File: src/sv/tccs_pkg.sv
`timescale 1ns / 1ps
// Shared types, codes and the color palette for the text console cursor/scroll unit.
package tccs_pkg;

  localparam int DEF_COLS = 50;
  localparam int DEF_ROWS = 37;

  localparam logic [7:0] CH_NEWLINE   = 8'h0A;
  localparam logic [7:0] CH_BACKSPACE = 8'h08;
  localparam logic [7:0] CH_SPACE     = 8'h20;
  localparam logic [7:0] COLOR_RESET  = 8'h07;

  typedef enum logic [1:0] {
    CMD_PUT   = 2'd0,
    CMD_SET   = 2'd1,
    CMD_CLEAR = 2'd2,
    CMD_READ  = 2'd3
  } cmd_t;

  typedef enum logic [2:0] {
    ST_INIT,
    ST_IDLE,
    ST_EXEC,
    ST_READ,
    ST_SWEEP
  } state_t;

  typedef struct packed {
    logic [1:0] cmd;
    logic [7:0] char_code;
    logic [5:0] target_column;
    logic [5:0] target_row;
  } in_req_t;

  typedef struct packed {
    logic        echo_valid;
    logic [7:0]  echo_byte;
    logic        cell_valid;
    logic [5:0]  cell_column;
    logic [5:0]  cell_row;
    logic [7:0]  cell_char;
    logic [7:0]  cell_attr;
    logic [23:0] fg_rgb;
    logic [23:0] bg_rgb;
    logic        scrolled;
    logic [5:0]  cursor_column;
    logic [5:0]  cursor_row;
  } out_res_t;

  // Commands from the controller to the datapath.
  typedef struct packed {
    logic capture;
    logic exec;
    logic load_read;
    logic sweep_wr;
    logic emit;
  } ctrl_cmd_t;

  // Status from the datapath back to the controller.
  typedef struct packed {
    logic is_clear;
    logic scroll_req;
    logic read_ok;
    logic sweep_last;
  } dp_stat_t;

  function automatic logic [23:0] palette_rgb(input logic [3:0] idx);
    logic [23:0] rgb;
    unique case (idx)
      4'd0:    rgb = 24'h000000;
      4'd1:    rgb = 24'h0000AA;
      4'd2:    rgb = 24'h00AA00;
      4'd3:    rgb = 24'h00AAAA;
      4'd4:    rgb = 24'hAA0000;
      4'd5:    rgb = 24'hAA00AA;
      4'd6:    rgb = 24'hAA5500;
      4'd7:    rgb = 24'hAAAAAA;
      4'd8:    rgb = 24'h555555;
      4'd9:    rgb = 24'h5555FF;
      4'd10:   rgb = 24'h55FF55;
      4'd11:   rgb = 24'h55FFFF;
      4'd12:   rgb = 24'hFF5555;
      4'd13:   rgb = 24'hFF55FF;
      4'd14:   rgb = 24'hFFFF55;
      default: rgb = 24'hFFFFFF;
    endcase
    return rgb;
  endfunction

endpackage

File: src/sv/tccs_ctrl.sv
`timescale 1ns / 1ps
// Controller state machine that sequences requests, reads and fill sweeps.
module tccs_ctrl (
  input  logic                clk,
  input  logic                rst_n,
  input  logic                start,
  output logic                busy,
  input  tccs_pkg::dp_stat_t  stat,
  output tccs_pkg::ctrl_cmd_t cmd
);
  import tccs_pkg::*;

  state_t state_r, state_nxt;

  always_ff @(posedge clk) begin
    if (!rst_n) begin
      state_r <= ST_INIT;
    end else begin
      state_r <= state_nxt;
    end
  end

  always_comb begin
    state_nxt = state_r;
    cmd       = '0;
    busy      = 1'b1;
    unique case (state_r)
      ST_INIT: begin
        // Power-up pass that fills every cell with a blank.
        cmd.sweep_wr = 1'b1;
        if (stat.sweep_last) begin
          state_nxt = ST_IDLE;
        end
      end
      ST_IDLE: begin
        busy = 1'b0;
        if (start) begin
          cmd.capture = 1'b1;
          state_nxt   = ST_EXEC;
        end
      end
      ST_EXEC: begin
        cmd.exec = 1'b1;
        if (stat.is_clear || stat.scroll_req) begin
          state_nxt = ST_SWEEP;
        end else if (stat.read_ok) begin
          state_nxt = ST_READ;
        end else begin
          cmd.emit  = 1'b1;
          state_nxt = ST_IDLE;
        end
      end
      ST_READ: begin
        cmd.load_read = 1'b1;
        cmd.emit      = 1'b1;
        state_nxt     = ST_IDLE;
      end
      ST_SWEEP: begin
        cmd.sweep_wr = 1'b1;
        if (stat.sweep_last) begin
          cmd.emit  = 1'b1;
          state_nxt = ST_IDLE;
        end
      end
      default: begin
        state_nxt = ST_IDLE;
      end
    endcase
  end

endmodule

File: config.mk
export PLATFORM = sky130hd
export DESIGN_NAME = tccs_ctrl
export DESIGN_NICKNAME = d
export VERILOG_FILES = /design/src/sv/tccs_pkg.sv /design/src/sv/tccs_ctrl.sv
export SDC_FILE = /design/constraint.sdc
export NUM_CORES = 1
export LEC_CHECK = 0
export BUFFER_PORTS_ARGS = -buffer_cell sky130_fd_sc_hd__buf_2
export CORE_AREA = 2 2 39 41
export CTS_CLUSTER_DIAMETER = 50
export DETAILED_ROUTE_END_ITERATION = 16
export DIE_AREA = 0 0 41 43
export PLACE_DENSITY = 0.37
export SLEW_MARGIN = 20
export SYNTH_ARGS = -nofsm -noshare
export SYNTH_HDL_FRONTEND = slang
export SYNTH_SLANG_ARGS = --single-unit
File: constraint.sdc
create_clock -name clk -period 1.6 [get_ports clk]
set_clock_uncertainty 0.15 [all_clocks]
set_input_delay 0.08 -clock clk [delete_from_list [all_inputs] [get_ports clk]]
set_output_delay 0.08 -clock clk [all_outputs]
set_load 0.02 [all_outputs]
==> qor.json <==
{
  "synthCells": {"value": 29},
  "synth.ff_latch_count": {"value": 3},
  "final_weighted_congestion_in_routability_driven_placement": {"value": 0.658},
  "postCtsSetupRepairBufs": {"value": 0},
  "synthesis.area_per_instance": {"value": 7.72, "unit": "um^2"},
  "rows": {"value": 14},
  "yosysSeqAreaShare": {"value": 0.268},
  "synthMostInstantiatedCell": {"value": "nor2_1"},
  "design.final.nets": {"value": 57},
  "grt_pass1_wl": {"value": 1150, "unit": "um"},
  "postSynth.asyncResetShare": {"value": 0},
  "synth.lib_cells_used.distinct": {"value": 19},
  "worst_r2r_endpoint": {"value": "state_r[0]"},
  "postPlaceCellArea": {"value": 308, "unit": "um^2"},
  "critPathKind": {"value": "reg -> out"},
  "p_leak": {"value": 0.168, "unit": "nW"},
  "area_delta_synth_final": {"value": 64.8, "unit": "%"},
  "core_area": {"value": 0.00138, "unit": "mm^2"},
  "route.antenna.remaining_nets": {"value": 0},
  "cap_viol_max_count": {"value": 0},
  "drt-wirelength-per-cell": {"value": 10.0, "unit": "um"},
  "postSynthNetCount": {"value": 36},
  "maximum_count_of_clock_buffers_along_a_single_path": {"value": 2},
  "worst_max_slew_margin_expressed_relative_to_the_limit": {"value": 0.757},
  "count_of_flip_flops_with_a_built_in_enable_after_synthesis": {"value": 0},
  "place.port_buffers": {"value": 12},
  "largest_reg_flops": {"value": 3},
  "synth.largest_area_cell": {"value": "dfxtp_1"},
  "crit_start": {"value": "state_r[1]"},
  "r2r_path_start": {"value": "state_r[1]"},
  "cts_tree": {"value": "done"},
  "regMostFlops": {"value": "state_r"},
  "path_clk_slew": {"value": 0.04, "unit": "ns"},
  "timing_hold_violations_final": {"value": 0},
  "stdcell_area": {"value": 369, "unit": "um^2"},
  "via_count_of_the_first_global_routing_pass": {"value": 284},
  "numCtsBuffers": {"value": 3},
  "synth_area": {"value": 224, "unit": "um^2"},
  "ctsHtreeMaxLevel": {"value": 1},
  "initial_core_util": {"value": 0.162},
  "critical_path_arrival": {"value": 1.26, "unit": "ns"},
  "pin_count": {"value": 13},
  "max-vdd-ir-drop": {"value": 0.322, "unit": "mV"},
  "crit_end": {"value": "cmd[0]"},
  "setup_slack": {"value": 0.115, "unit": "ns"},
  "synth_warnings": {"value": 0},
  "via_per_instance_ratio": {"value": 4.11},
  "synth_top_area_cells": {"value": "dfxtp_1, nand3b_1, nor2_1, nand2b_1, nor3b_2"},
  "post-route-period-util": {"value": 0.928},
  "maximum_fanout_encountered_on_the_critical_timing_path": {"value": 8},
  "numClockSinks": {"value": 3},
  "cellPowerDensity": {"value": 1400, "unit": "mW/mm^2"},
  "timing_worst_slew_pin_value": {"value": 0.360, "unit": "ns"},
  "vias": {"value": 267},
  "largest_registers": {"value": "state_r: 3 flops"},
  "rsz0062_at_grt": {"value": "false"},
  "detail_route.first_pass.iterations": {"value": 2},
  "routed_wl": {"value": 650, "unit": "um"},
  "clk_root_buffer_cell": {"value": "clkbuf_4"},
  "ratio_of_cells_with_drive_above_1_in_the_final_layout": {"value": 0.388},
  "drt_iter0_drc": {"value": 1},
  "die_x": {"value": 41, "unit": "um"},
  "max_freq": {"value": 673, "unit": "MHz"},
  "ff2ff_setup_slack": {"value": 0.20, "unit": "ns"},
  "preCtsSetupSlack": {"value": 0.219, "unit": "ns"},
  "global_route.usage.total": {"value": 0.101},
  "die-height": {"value": 43, "unit": "um"},
  "die_outline_area": {"value": 0.00176, "unit": "mm^2"},
  "finalMaxSlewViolations": {"value": 0},
  "crit_path_start_kind": {"value": "register"},
  "yosys_most_used_dff": {"value": "dfxtp_1"},
  "antenna_found_initial": {"value": 0},
  "data_required_critical_path": {"value": 1.37, "unit": "ns"},
  "netlist.area_leader.share": {"value": 0.268},
  "final-setup-viol-count": {"value": 0},
  "endpoint_kind": {"value": "output port"},
  "skew_pair_late_insertion_delay": {"value": 0.23, "unit": "ns"},
  "min_clock_period_post_route": {"value": 1.49, "unit": "ns"},
  "place.detailed.hpwl": {"value": 496, "unit": "um"},
  "grt_max_degree": {"value": 9},
  "antenna_cells": {"value": 0},
  "outcome": {"value": "completed"},
  "detail_route.drc_violations": {"value": 0},
  "min_path_type": {"value": "in -> reg"},
  "synth_commonest_cells": {"value": "nor2_1, dfxtp_1"},
  "overflow": {"value": 0},
  "fin_setup_tns": {"value": 0, "unit": "ns"},
  "r2r.worst_path.cells": {"value": 3}
}
-- worst min-delay path by stage --
stage                     startpoint         end  slack, ns  cells after the start
after floorplan                rst_n  state_r[0]       0.07                      2
after global placement         rst_n  state_r[0]       0.20                      3
after detailed placement       rst_n  state_r[0]       0.20                      3
after CTS                    stat[3]  state_r[1]       0.03                      4
after global routing         stat[3]  state_r[1]       0.07                      4
final                        stat[3]  state_r[1]       0.04                      4
-- layout by cell type (no fill, tap or decap), types with 2 or more instances in the layout --
cell type      instances
nor3b_2                2
nand2b_1               2
buf_4                  2
nand3b_1               2
o22ai_1                2
nor2_1                 4
nor3_1                 2
dlygate4sd3_1          3
dfxtp_1                3
buf_2                 12
inv_1                  2
clkbuf_4               3
-- layout make-up --
class                           instances  area [um^2]
Multi-Input combinational cell         23          150
Sequential cell                         3         60.1
Clock buffer                            4         26.3
Tap cell                               16         20.0
Fill cell                             166         1010
Timing Repair Buffer                   17          105
Inverter                                2         7.51
-- through the flow --
stage / std cells / hold slack (ns) / total power, mW / util
floorplan: 29 / 0.0714 / 0.299 / -
global placement: 58 / 0.201 / 0.382 / 0.222
detailed placement: 58 / 0.201 / 0.378 / 0.222
CTS: 65 / 0.0347 / 0.526 / 0.263
global route: 65 / 0.0675 / 0.576 / 0.267
finish: 65 / 0.0396 / 0.517 / 0.267
-- critical path, stage by stage (launching register included) --
cell and delay (ns):
dfxtp_1 0.43, or2b_1 0.30, o22ai_1 0.11, buf_2 0.18
-- cells by family (layout without fill, tap and decap cells) --
family,after synthesis,count (layout),synth area share
and+or+nand+nor,18,18,0.497
AOI/OAI and AO/OA,5,5,0.151
DFF,3,3,0.268
buffers and inverters,3,23,0.0838
-- metal layers --
layer  share of wire  vias up  wire length, um  global-route usage
li1                -      146                -                   -
met1            0.44      112              286               0.125
met2            0.51        9              332               0.138
met3           0.048        0               31              0.0157
met4               0        0                0               0.100
met5               0        -                0                   0
-- timing repair --
item | in CTS | in global routing
hold endpoints to repair | 3 | 0
gates resized for setup | 0 | 1
setup endpoints to repair | 0 | 1
hold buffers | 3 | 0
-- power breakdown --
| part | internal, mW | switching [mW] | total [mW] |
|---|---|---|---|
| sequential | 0.0946 | 0.0251 | 0.120 |
| combinational | 0.121 | 0.144 | 0.265 |
| clock | 0.0935 | 0.0390 | 0.132 |
Power figures use the tool's default switching activity.
